===== config.mk =====
export PLATFORM = sky130hd
export DESIGN_NAME = ulc_mid_queue
export DESIGN_NICKNAME = d
export VERILOG_FILES = /design/src/rtl/ulc_pkg.sv /design/src/rtl/ulc_mid_queue.sv
export SDC_FILE = /design/constraint.sdc
export NUM_CORES = 1
export LEC_CHECK = 0
export ABC_AREA = 1
export ABC_CLOCK_PERIOD_IN_PS = 11300
export BUFFER_PORTS_ARGS = -buffer_cell sky130_fd_sc_hd__buf_4
export CAP_MARGIN = 40
export CORE_ASPECT_RATIO = 1.2
export CORE_MARGIN = 2
export CORE_UTILIZATION = 37
export DETAILED_ROUTE_END_ITERATION = 16
export PLACE_DENSITY_LB_ADDON = 0.1
export RECOVER_POWER = 100
export SKIP_CTS_REPAIR_TIMING = 1
export SLEW_MARGIN = 20
export SYNTH_ARGS = -nofsm -noshare
export SYNTH_HDL_FRONTEND = slang
export SYNTH_SLANG_ARGS = --single-unit

===== constraint.sdc =====
create_clock -name clock -period 11.3 [get_ports clock]
set_input_delay 2.26 -clock clock [delete_from_list [all_inputs] [get_ports clock]]
set_output_delay 2.26 -clock clock [all_outputs]
set_load 0.05 [all_outputs]

===== src/rtl/ulc_pkg.sv =====
package ulc_pkg;

   // Angle and sine table geometry
   localparam int ANGLE_BITS       = 16;
   localparam int SINE_TABLE_DEPTH = 256;
   localparam int QSH              = ANGLE_BITS - 2;                 // phase bits
   localparam int IDX_W            = $clog2(SINE_TABLE_DEPTH + 1);  // 0..DEPTH
   localparam int IDXP_W           = QSH + IDX_W;
   localparam int ANG_EXT_W        = 16 + ANGLE_BITS;
   localparam int ROM_W            = 15;                             // 0..16384
   localparam int TRIG_W           = ROM_W + 1;                      // signed Q2.14

   // Datapath widths
   localparam int DIFF_W   = 17;
   localparam int GPROD_W  = 34;                  // gain * difference
   localparam int RATE_W   = GPROD_W + 1 - 12;    // after round by 12
   localparam int V_W      = RATE_W + 1;          // virtual control
   localparam int TPROD_W  = V_W + TRIG_W;        // trig * v
   localparam int TSUM_W   = TPROD_W + 1;
   localparam int LIN_W    = TSUM_W + 1 - 14;     // after round by 14
   localparam int RPROD_W  = LIN_W + 17;          // t * reciprocal
   localparam int TURN_W   = RPROD_W + 1 - 10;    // after round by 10
   localparam int SAT_IN_W = TURN_W;

   // Mid queue, depth is a power of two
   localparam int MQ_DEPTH = 4;
   localparam int MQ_PTR_W = $clog2(MQ_DEPTH);
   localparam int MQ_CNT_W = $clog2(MQ_DEPTH + 1);

   // Register file
   localparam int CSR_DATA_W = 32;
   localparam int PADDR_W    = 4;
   localparam int REG_IDX_W  = PADDR_W - 2;
   localparam logic [REG_IDX_W-1:0] REG_GAIN_X     = REG_IDX_W'(0);
   localparam logic [REG_IDX_W-1:0] REG_GAIN_Y     = REG_IDX_W'(1);
   localparam logic [REG_IDX_W-1:0] REG_RECIP_OFFS = REG_IDX_W'(2);
   localparam logic [15:0] GAIN_RESET  = 16'd4096;
   localparam logic [15:0] RECIP_RESET = 16'd1024;

   localparam longint unsigned HALF_PI_Q30 = 64'd1686629713;

   typedef struct packed {
      logic signed [15:0] ref_x;
      logic signed [15:0] ref_y;
      logic signed [15:0] model_x;
      logic signed [15:0] model_y;
      logic signed [15:0] meas_x;
      logic signed [15:0] meas_y;
      logic [15:0]        heading;
   } req_type;

   typedef struct packed {
      logic signed [15:0] linear_speed;
      logic signed [15:0] turn_rate;
      logic signed [15:0] model_rate_x;
      logic signed [15:0] model_rate_y;
      logic               saturated;
   } rsp_type;

   typedef struct packed {
      logic [15:0] gain_x;
      logic [15:0] gain_y;
      logic [15:0] reciprocal_offset;
   } cfg_type;

   // Word handed from the front part to the back part
   typedef struct packed {
      logic signed [RATE_W-1:0] rate_x;
      logic signed [RATE_W-1:0] rate_y;
      logic signed [V_W-1:0]    v1;
      logic signed [V_W-1:0]    v2;
      logic signed [TRIG_W-1:0] sine_val;
      logic signed [TRIG_W-1:0] cosine_val;
   } mid_type;

   typedef struct packed {
      logic               clip;
      logic signed [15:0] value;
   } sat_type;

   typedef logic [ROM_W-1:0] sine_rom_type [0:SINE_TABLE_DEPTH];

   // Quarter-wave table, Q30 Taylor series, evaluated at elaboration
   function automatic sine_rom_type build_sine_rom();
      sine_rom_type    rom;
      longint unsigned x;
      longint unsigned x2;
      longint unsigned term;
      longint          sum;
      longint          val;
      for (int i = 0; i <= SINE_TABLE_DEPTH; i++) begin
         x = (HALF_PI_Q30 * 64'(i) + 64'(SINE_TABLE_DEPTH / 2)) / 64'(SINE_TABLE_DEPTH);
         x2 = (x * x) >> 30;
         term = x;
         sum = signed'(x);
         for (int k = 1; k <= 10; k++) begin
            term = (term * x2) >> 30;
            term = term / 64'((2 * k) * (2 * k + 1));
            if (k % 2 == 1) begin
               sum = sum - signed'(term);
            end else begin
               sum = sum + signed'(term);
            end
         end
         if (sum < 0) begin
            sum = 0;
         end
         val = (sum * 16384 + (64'sd1 <<< 29)) >>> 30;
         if (val > 16384) begin
            val = 16384;
         end
         rom[i] = ROM_W'(val);
      end
      return rom;
   endfunction

   localparam sine_rom_type SINE_ROM = build_sine_rom();

   localparam logic signed [SAT_IN_W-1:0] SAT_MAX = SAT_IN_W'(32767);
   localparam logic signed [SAT_IN_W-1:0] SAT_MIN = SAT_IN_W'(-32768);

   function automatic sat_type sat16(input logic signed [SAT_IN_W-1:0] x);
      sat_type r;
      r.clip  = 1'b0;
      r.value = x[15:0];
      if (x > SAT_MAX) begin
         r.clip  = 1'b1;
         r.value = 16'sh7fff;
      end else if (x < SAT_MIN) begin
         r.clip  = 1'b1;
         r.value = 16'sh8000;
      end
      return r;
   endfunction

endpackage


===== src/rtl/ulc_mid_queue.sv =====
module ulc_mid_queue (
   input  logic             clock,
   input  logic             reset,
   input  logic             push,
   output logic             full,
   input  ulc_pkg::mid_type push_word,
   input  logic             pop,
   output logic             empty,
   output ulc_pkg::mid_type pop_word
);

   ulc_pkg::mid_type slot_ff [ulc_pkg::MQ_DEPTH];
   ulc_pkg::mid_type slot_in;
   logic [ulc_pkg::MQ_PTR_W-1:0] wr_ptr_in, wr_ptr_ff;
   logic [ulc_pkg::MQ_PTR_W-1:0] rd_ptr_in, rd_ptr_ff;
   logic [ulc_pkg::MQ_CNT_W-1:0] count_in, count_ff;
   logic do_push, do_pop;

   assign full    = count_ff == ulc_pkg::MQ_CNT_W'(ulc_pkg::MQ_DEPTH);
   assign empty   = count_ff == '0;
   assign do_push = push && !full;
   assign do_pop  = pop && !empty;

   assign slot_in   = push_word;
   assign wr_ptr_in = do_push ? wr_ptr_ff + ulc_pkg::MQ_PTR_W'(1) : wr_ptr_ff;
   assign rd_ptr_in = do_pop ? rd_ptr_ff + ulc_pkg::MQ_PTR_W'(1) : rd_ptr_ff;
   assign count_in  = count_ff + ulc_pkg::MQ_CNT_W'(do_push) - ulc_pkg::MQ_CNT_W'(do_pop);

   always_ff @(posedge clock) begin
      if (reset) begin
         wr_ptr_ff <= '0;
         rd_ptr_ff <= '0;
         count_ff  <= '0;
      end else begin
         wr_ptr_ff <= wr_ptr_in;
         rd_ptr_ff <= rd_ptr_in;
         count_ff  <= count_in;
      end
   end

   always_ff @(posedge clock) begin
      if (do_push) begin
         slot_ff[wr_ptr_ff] <= slot_in;
      end
   end

   assign pop_word = slot_ff[rd_ptr_ff];

endmodule


=== Word level (Yosys, flattened, before mapping) ===
Memories as Yosys holds them, arrays and structs flattened. A register that Yosys moved wholly into a read port is not among the register bits.
Index checks and enable logic that the tools add are counted.
Widths: inputs -> output; s select.

* Flip-flop bits (word level): 7
* Latch bits: 0
* Bits in writable memories: 504
* Bits in read-only memories: 0
* Input bits: 130
* Output and inout port bits: 128
* Word-level logic and storage cells: 18
* Memories: 1

{| class="wikitable"
|+ Memory list
! name !! words !! bits a word !! read ports !! clocked after memory_dff !! write ports !! line !! RTL
|-
| slot_ff || 4 || 126 || 1 || 1 || 1 || ulc_mid_queue.sv:12 || <nowiki>ulc_pkg::mid_type slot_ff [ulc_pkg::MQ_DEPTH];</nowiki>
|}

* $add $sub $neg: 4
* Multiply operators: 0
* Divide/modulo/power cells: 0
* Magnitude comparators: 0
* Equal/unequal tests: 1
* Shifts and indexed selects: 0
* Multiplexer cells: 4
* Bitwise logic cells: 0
* Reduce and logical (&&, ||, !) cells: 5

{| class="wikitable"
|+ Operators by type and width
! cell !! number
|-
| $add 2x1->2 const B || 2
|-
| $mux 2 || 2
|-
| $add 3x1->3 || 1
|-
| $eq 3x3->1 const B || 1
|-
| $logic_not 3->1 || 1
|-
| $sub 3x1->3 || 1
|-
| $logic_and 1x1->1 || 2
|-
| $logic_not 1->1 || 2
|-
| $mux 1 || 2
|}

=== Depth between registers and ports, before layout ===
Gate-level depths: netlist of run 1.

* Depth after elaboration: 5
* Depth in mapped cells: 11
* Mapped depth without buffers: 11

=== Least setup slack after synthesis of run 1 ===
No wires, ideal clock.

* Path type: input to register
* From: input port push
* To: memory slot_ff[0][0] (netlist name), enable pin
* Library setup time: 0.613 ns
* Arrival time: 7.614 ns
* Required time: 10.687 ns
* Slack: 3.073 ns
* Cell stages on the path: 2
* Path buffers: 0
* Path through: nand2_1 nor2_1

* Word-level cells in the longest chain between the ends: 3

{| class="wikitable"
|+ Ends and longest elaborated chain
! element !! line !! RTL
|-
| start: declaration || ulc_mid_queue.sv:4 || <nowiki>input logic push,</nowiki>
|-
| $logic_and 1x1->1 || ulc_mid_queue.sv:21 || <nowiki>assign do_push = push && !full;</nowiki>
|-
| $mux 1 || ulc_mid_queue.sv:42 || <nowiki>if (do_push) begin</nowiki>
|-
| $mux 1 (not written as such) || ulc_mid_queue.sv:43 || <nowiki>slot_ff[wr_ptr_ff] <= slot_in;</nowiki>
|-
| end: declaration || ulc_mid_queue.sv:12 ||
|}

Every way passes these cells.

=== Worst setup path in the final report of run 1 ===
* From: input port push
* To: memory slot_ff[3][82] (netlist name), enable pin

The elaborated chain is that of the path after synthesis.

==> results.md, run 1 <==
Outcome:
- The run finished, with violations left.
- The checks that failed: capacitance limit, slew limit.

Clocking:
- TritonCTS built the clock tree.
- The H-tree was split into 2 levels.
- The clock insertion delay at the later pin of the skew report is approximately 0.59 ns.
- The number of buffers between clock root and the deepest sink is 3.
- The number of clock buffers added by TritonCTS is between 50 and 60.
- Counting every sink on the clock net gives about 510.
- The root buffer cell is sky130_fd_sc_hd__clkbuf_16.
- The clock transition at the registers of the reported paths is about 0.060 ns.

Timing:
- The final hold slack is slightly below 0.5 ns.
- The relative slew slack is -111%.
- Setup repair after global routing left no endpoint under its margin.
- The post-route setup TNS is 0 ns.
- The number of pins exceeding their max-slew limit in the final report was between 500 and 600.
- For the pin with the worst max-slew slack, the measured transition is 3.16 ns.
- The worst path uses between 60 and 70% of the clock period.
- The number of hold-slack violations in the final timing report is 0.
- Based on the critical path, the design can be clocked at up to ~130 MHz.
- Setup violations remaining at the end of the flow were counted as 0.
- The clock period could shrink to about 7.5 ns.
- The setup skew after layout is 0.0173 ns.

Worst hold path:
- The tightest min-delay check is of the reg -> reg type.
- The end point of the worst hold path is rd_ptr_ff[0].
- The startpoint identified for the worst hold timing path is rd_ptr_ff[0].
- The number of stages on the worst hold path is 2.

Global route:
- The first-pass GRT wire length is 67,800 µm.
- The initial antenna violation count is 8.
- The number of global-route vias before repair came to ~11,000.
- The remaining global-route overflow is 0.
- For this run, the total global-route usage over all layers was measured as 16.8%.
- Entering global routing, the biggest net connects between 90 and 100 pins.

Detailed routing:
- The count of nets left with antenna violations after detail routing is 0.
- In this run, the number of DRC markers left after iteration 0 of detailed routing was between 600 and 700.
- Using the TritonRoute via totals, the vias-per-cell ratio works out to ~5.
- The count of vias placed by the detailed router is between 10,000 and 15,000.
- The first TritonRoute pass finished after 5 iterations.
- The count of unresolved DRC violations after routing is 0.
- The post-detailed-routing wire length is approximately 46,000 µm.
- The post-detailed-route wirelength per cell is a little over 20 µm.

Yosys:
- After synthesis, the cell types taking the most area are sky130_fd_sc_hd__edfxtp_1 (79%), sky130_fd_sc_hd__o21ai_0 (5.4%), sky130_fd_sc_hd__nor2_1 (5.2%).
- The synthesis warning total is 0.
- The number of instances in the synthesized netlist is 1,287.
- The net count after synthesis is about 1,400.
- The number of unique standard cell types used by synthesis is 19.
- The netlist area before placement is between 15,000 and 20,000 µm².
- In this run the mean area of a mapped cell was 14.9 µm².
- The number of enable flip-flop cells after synthesis is around 500.
- The commonest cells after synthesis are sky130_fd_sc_hd__edfxtp_1 (504), sky130_fd_sc_hd__nor2_1 (266), sky130_fd_sc_hd__o21ai_0 (207).
- After synthesis, the largest area contributor takes up between 70% and 80% of total cell area.
- The total of flip-flops plus latches after synthesis is roughly 500.
- The proportion of synthesized flip-flops having asynchronous set or reset is 0%.
- The largest total area in the synthesized netlist belongs to sky130_fd_sc_hd__edfxtp_1.
- The register area share after synthesis is 80.0%.
- In the synthesized netlist the dominant register cell turns out to be sky130_fd_sc_hd__edfxtp_1.
- In the post-synthesis netlist, the cell with the most instances is sky130_fd_sc_hd__edfxtp_1.

Worst setup path:
- The cell with the largest stage delay on the worst path is sky130_fd_sc_hd__clkbuf_1.
- Traced cell by cell, the critical path runs through clkbuf_1, nand2_1, nor2_4, clkbuf_1, clkbuf_1, clkbuf_1.
- The number of cells on the worst reg-to-reg path is 7.
- The register-to-register setup slack is around 5.1 ns.
- In this run the critical register-to-register path is captured at slot_ff[3][82].
- The critical path in this run is classified as in -> reg.
- In this run the worst path has a maximum fanout of 42.
- The startpoint type of the worst setup path is an input port.
- Counting stages on the worst path, the most repeated cell is sky130_fd_sc_hd__clkbuf_1.
- The critical path required time is approximately 11 ns.
- The launch instance of the worst register-to-register path is count_ff[1].
- The kind of cell adding the most delay to the critical path is buffers and inverters.
- The worst setup path is captured at a flip-flop.
- The worst path buffer plus inverter count is 4.
- Data on the critical path arrives at its endpoint at around 7.6 ns.
- The largest single stage delay on the critical path is 2.09 ns.

Floorplan:
- The die covers 53,600 µm².
- The core area is between 50,000 and 60,000 µm².
- In this run the horizontal extent of the chip is 212 µm.
- In this run the vertical extent of the chip is 253 µm.
- The standard-cell row count is around 90.
- The number of placed I/O pins is 258.
- The initial standard-cell utilization of the core is 37.4%.

Power:
- The worst-case IR drop observed on VDD is roughly 0.16 mV.
- Summed over all cells, the static leakage comes to a little over 7 nW.
- Power spread over the standard cell area amounts to about 260 nW/µm².

Layout:
- The area added between synthesis and finish is 17.3%.
- Once layout is done, the placed cells without fillers occupy about 22,000 µm².
- The filler-free cell count of the finished design is ~2,200.
- The final layout net count is roughly 1,700.
- Counting the fill cells in the layout gives roughly 4,800.
- Cells with a size suffix above 1 make up about 7.8% of the layout.

Run:
- Max-cap violations in this run came to 13.

Placement:
- The routability-driven placement congestion ratio is 0.711.
- The placed standard-cell area is ~22,000 µm².
- After detailed placement, the design holds a cell count of 2,134.
- The count of buffers inserted at the top-level ports is around 260.
- The HPWL reported at the end of detailed placement is between 20,000 and 25,000 µm.
-- layout make-up --
cell class	count	area [µm²]	area share [%]
Antenna cell	3	7.51	0.0334
Clock buffer	63	1410	6.26
Clock inverter	35	320	1.43
Inverter	20	87.6	0.390
Multi-Input combinational cell	672	3250	14.5
Sequential cell	513	15300	68.2
Tap cell	651	815	3.63
Timing Repair Buffer	280	1260	5.63
-- state kept, by name (all words and copies together), names as in the netlist, named ones only --
signal / flops
count_ff: 3
rd_ptr_ff: 2
slot_ff: 504
wr_ptr_ff: 2
-- worst reg2reg max path, stage by stage, from the launching register on --
cell and delay [ns]:
sky130_fd_sc_hd__dfxtp_1 0.34, sky130_fd_sc_hd__nor2_1 0.06, sky130_fd_sc_hd__nand2_1 0.17, sky130_fd_sc_hd__nand2_1 0.24, sky130_fd_sc_hd__nor2_4 0.15, sky130_fd_sc_hd__clkbuf_1 1.92
sky130_fd_sc_hd__clkbuf_1 0.73, sky130_fd_sc_hd__clkbuf_1 2.09
-- kinds of logic after synthesis --
kind of cell               Yosys count  synth area share [%]
DFF                                513                  80.0
AOI/OAI and AO/OA                  383                  10.8
and+or+nand+nor                    282                  5.55
buffers and inverters              102                  3.14
adders and majority gates            7                 0.497
-- where the power goes --
group	leakage, nW	switching, W	internal (W)	total, W
logic	1.73	0.00140	0.000322	0.00173
clock network	0.855	0.000702	0.00102	0.00172
registers	4.69	0.0000611	0.00233	0.00239
total	7.27	0.00217	0.00368	0.00584
-- layout by cell type, fill, tap and decap left out, types with 12 or more instances in the layout --
cell type | Yosys | final
sky130_fd_sc_hd__edfxtp_1 | 504 | 504
sky130_fd_sc_hd__nor2_1 | 266 | 264
sky130_fd_sc_hd__clkbuf_1 | 43 | 247
sky130_fd_sc_hd__o21ai_0 | 207 | 234
sky130_fd_sc_hd__o22ai_1 | 126 | 126
sky130_fd_sc_hd__clkbuf_16 | 0 | 55
sky130_fd_sc_hd__buf_4 | 2 | 38
sky130_fd_sc_hd__inv_1 | 18 | 18
sky130_fd_sc_hd__o21ai_1 | 45 | 18
sky130_fd_sc_hd__clkinv_2 | 1 | 14
sky130_fd_sc_hd__nand2_1 | 12 | 12
sky130_fd_sc_hd__clkinv_1 | 0 | 12
-- per-layer routing --
layer	global-route usage [%]	share of wire (%)	vias up
li1	-	-	5366
met5	0	0.13	-
met3	4.74	6.8	76
met2	27.8	48	269
met4	5.05	2.4	10
met1	21.3	42	5528
-- worst max-delay path by stage --
stage	from	to	slack, ns	cells after the start
floorplan	push	slot_ff[0][0]	3.07	2
global placement	flip-flop	pop_word[83]	6.20	5
detailed placement	flip-flop	pop_word[52]	6.16	6
CTS	flip-flop	pop_word[52]	5.51	6
global route	push	slot_ff[3][82]	3.22	6
finish	push	slot_ff[3][82]	3.82	6
-- through the flow --
step | power, W | worst slack (ns) | utilization (%)
2_1_floorplan | 0.00376 | 3.07 | -
3_3_place_gp | 0.00432 | 6.20 | 42.1
3_5_place_dp | 0.00434 | 6.16 | 42.2
4_1_cts | 0.00608 | 5.51 | 45.6
5_1_grt | 0.00611 | 3.22 | 43.9
6_report | 0.00584 | 3.82 | 43.9
No activity file was read; power rests on OpenSTA's default activity.
==> run 2: changes to the inputs <==
--- a/config.mk
+++ b/config.mk
@@ -6,7 +6,7 @@
 export NUM_CORES = 1
 export LEC_CHECK = 0
 export ABC_AREA = 1
-export ABC_CLOCK_PERIOD_IN_PS = 11300
+export ABC_CLOCK_PERIOD_IN_PS = 6300
 export BUFFER_PORTS_ARGS = -buffer_cell sky130_fd_sc_hd__buf_4
 export CAP_MARGIN = 40
 export CORE_ASPECT_RATIO = 1.2
==> constraint.sdc (replaced) <==
create_clock -name clock -period 6.3 [get_ports clock]
set_input_delay 1.26 -clock clock [delete_from_list [all_inputs] [get_ports clock]]
set_output_delay 1.26 -clock clock [all_outputs]
set_load 0.05 [all_outputs]
==> run 2 against run 1 <==
Compared with the run above: wire length fell by 1.4%; critical path depth is 1 lower; largest cell class unchanged; clock power is 80% higher; largest power group unchanged; flip-flop and latch count stayed put; the flow still finishes with violations (capacitance limit, slew limit).
==> results.md, run 2 (synthesized netlist as in run 1, its figures left out) <==
Outcome:
- The run finished, with violations left.
- The checks that failed: capacitance limit, slew limit.

Global route:
- The remaining global-route overflow was 0 (unchanged).
- The initial antenna violation count is 5 (-3).
- The first-pass GRT wire length was 66,600 µm (-1.6%).
- The overall global routing resource usage is 16.5% (-0.26 points).
- The number of global-route vias before repair is 11,082 (-0.45%).
- The maximum number of pins on one net before global-route repair is 127 (+40%).

Power:
- The logic gate share of total power was 29.8% (+0.3 points).
- The total design power came to 0.0105 W (+80%).
- The relative contribution of the clock network to total power is 29.4% (about the same).
- The register share of total power is 40.9% (about the same).
- The total net switching power was 0.00388 W (+79%).
- The maximum vdd ir drop was 0.239 mV (+51%).
- The reported leakage power is 7.29 nW (+0.22%).
- The cell internal power dissipation was 0.00663 W (+80%).
- The fraction of power spent switching nets came to 36.9% (-0.18 points).
- The cell area power density came to 468 nW/µm² (+80%).

Placement:
- The placed standard-cell area is 21,600 µm² (about the same).
- The cell count after placement is 2,129 (-0.23%).
- The HPWL reported at the end of detailed placement is 24,000 µm (-3.6%).
- The count of buffers inserted at the top-level ports is 257 (unchanged).
- The routability-driven placement congestion ratio came to 0.741 (+4.2%).

Layout:
- The filler-free cell count of the finished design came to 2,227 (-0.45%).
- The final-layout fill cell count is 4,788 (+0.10%).
- The fraction of layout cells with a size suffix above 1 was 8.70% (+0.87 points).
- The largest registers in the layout are slot_ff x504, count_ff x3.
- The area added between synthesis and finish is 17.4% (about the same).
- The register with the most flip-flops is slot_ff.
- The final design instance area without fill is 22,500 µm² (about the same).
- The number of flip-flops under the largest register name is 504 (unchanged).
- The most common cell after layout, fill and taps aside is sky130_fd_sc_hd__edfxtp_1.
- In the layout the commonest cells are sky130_fd_sc_hd__edfxtp_1 (504), sky130_fd_sc_hd__nor2_1 (264), sky130_fd_sc_hd__clkbuf_1 (226).
- The final layout net count was 1,671 (-0.36%).

Timing:
- The relative slew slack is -171% (-60 points).
- The total of endpoints with negative setup slack in the final report is 0 (unchanged).
- Based on the critical path, the design can be clocked at up to roughly 200 MHz.
- The share of the clock period used by the worst path is between 70% and 80%.
- The number of hold-slack violations in the final timing report is 0 (unchanged).
- The number of pins exceeding their max-slew limit in the final report was 619 (+13%).
- The time the final worst path needs with I/O delays and setup is roughly 5 ns.
- The setup skew after layout is 0.0100 ns (-0.00723 ns).
- The slew at the pin with the worst max-slew slack is 4.07 ns (+0.905 ns).
- Setup repair after global routing left no endpoint under its margin.
- The final hold slack is 0.492 ns (-0.00332 ns).

Detailed routing:
- The routed via count divided by cell count is 5.05 (+0.43%).
- The count of vias placed by the detailed router is 11,247 (-0.018%).
- The count of unresolved DRC violations after routing is 0 (unchanged).
- The count of nets left with antenna violations after detail routing came to 0 (unchanged).
- The starting DRC count in detailed routing was 575 (-12%).
- The post-detailed-route wirelength per cell is 20.2 µm (-1.0%).
- The first-pass iteration count of the detailed router is 5 (unchanged).
- The post-detailed-routing wire length is 44,900 µm (-1.4%).

Clocking:
- The number of buffers between clock root and the deepest sink is 3 (unchanged).
- The number of clock buffers inserted by TritonCTS is 53 (unchanged).
- The total number of H-tree levels came to 2 (unchanged).
- The clock transition at the registers of the reported paths is 0.06 ns (about the same).
- The clock insertion delay at the later pin of the skew report is 0.59 ns (about the same).
- The number of clock sinks is 513 (unchanged).
- The root buffer cell is sky130_fd_sc_hd__clkbuf_16.
- The CTS tree is done.

Worst setup path:
- The kind of cell adding the most delay to the critical path is buffers and inverters.
- The worst-path maximum fanout was 86 (+100%).
- The critical path goes through inv_8, clkbuf_2, o21ai_0, o22ai_1, clkbuf_1.
- The launch instance of the worst register-to-register path is count_ff[1].
- The signal arrival time at the worst endpoint was 3.69 ns (-3.92 ns).
- The worst path buffer plus inverter count is 3 (-1).
- The critical path required time is 5.04 ns (-6.39 ns).
- The cell with the largest stage delay on the worst path is sky130_fd_sc_hd__clkbuf_2.
- The number of cells on the worst reg-to-reg path came to 5 (-2).
- The endpoint identified for the worst register-to-register timing path is slot_ff[2][76].
- The kind of end point of the critical path is a primary output.
- The register-to-register setup slack is 1.93 ns (-3.18 ns).
- By startpoint and endpoint, the worst setup path is classified as reg -> out.
- The peak per-stage delay on the critical path is 1.33 ns (-0.76 ns).
- STA classifies the critical path startpoint as a flip-flop.
- The instance count on the critical path is 5 (-1).
- The end of the critical path is pop_word[17].

Floorplan:
- The core area came to 51,200 µm² (unchanged).
- The number of placed I/O pins is 258 (unchanged).
- The standard-cell row count was 91 (unchanged).
- The initial standard-cell utilization of the core is 37.4% (unchanged).
- The die area is 53,600 µm² (unchanged).
- The vertical extent of the die is 253 µm (unchanged).
- The x dimension of the die is 212 µm (unchanged).

Run:
- The count of max-cap constraint violations was 10 (-3).

Worst hold path:
- The tightest min-delay check is of the reg -> reg type.
[run 2: layout make-up]
| type | instances | area [µm²] | area share [%] |
|---|---|---|---|
| tap | 651 | 815 | 3.62 |
| clock buffer | 63 | 1410 | 6.26 |
| multi-input combinational | 672 | 3250 | 14.4 |
| timing repair buffer | 274 | 1280 | 5.69 |
| inverter | 20 | 87.6 | 0.390 |
| sequential | 513 | 15300 | 68.2 |
| antenna | 1 | 2.50 | 0.0111 |
| clock inverter | 33 | 319 | 1.42 |
[run 2: worst min-delay path, stage by stage (launching register included)]
cell and delay, ns:
sky130_fd_sc_hd__dfxtp_1 0.32, sky130_fd_sc_hd__a21oi_1 0.05, sky130_fd_sc_hd__nor2_1 0.08
[run 2: stage by stage]
stage	setup TNS, ns	utilization, %	setup slack (ns)
5_1_grt	0	43.9	1.03
3_5_place_dp	0	42.2	2.68
3_3_place_gp	0	42.1	2.59
6_report	0	43.9	1.35
2_1_floorplan	-467.11	-	-0.927
4_1_cts	0	45.6	2.03
[run 2: how the worst min path moves through the flow]
| stage | startpoint | end | slack (ns) | depth (start not counted) |
|---|---|---|---|---|
| finish | rd_ptr_ff[0] | flip-flop | 0.49 | 2 |
| global route | rd_ptr_ff[0] | flip-flop | 0.54 | 2 |
| CTS | rd_ptr_ff[0] | rd_ptr_ff[0] | 0.49 | 2 |
| detailed placement | rd_ptr_ff[0] | rd_ptr_ff[0] | 0.48 | 2 |
| global placement | rd_ptr_ff[0] | rd_ptr_ff[0] | 0.47 | 2 |
| floorplan | rd_ptr_ff[0] | flip-flop | 0.45 | 2 |
[run 2: layer usage]
layer  GRT usage [%]  routed length, µm
met1            20.7              18800
met2            27.5              21900
met5               0                 59
met3            5.04               3350
met4            4.85                819
[run 2: power groups by stage]
stage                     Sequential [W]  Combinational (W)  Clock (W)
after floorplan                  0.00436            0.00238          0
after global placement           0.00433            0.00343          0
after detailed placement         0.00433            0.00347          0
after CTS                        0.00426            0.00347    0.00319
after global routing             0.00433            0.00336    0.00330
final                            0.00429            0.00313    0.00309
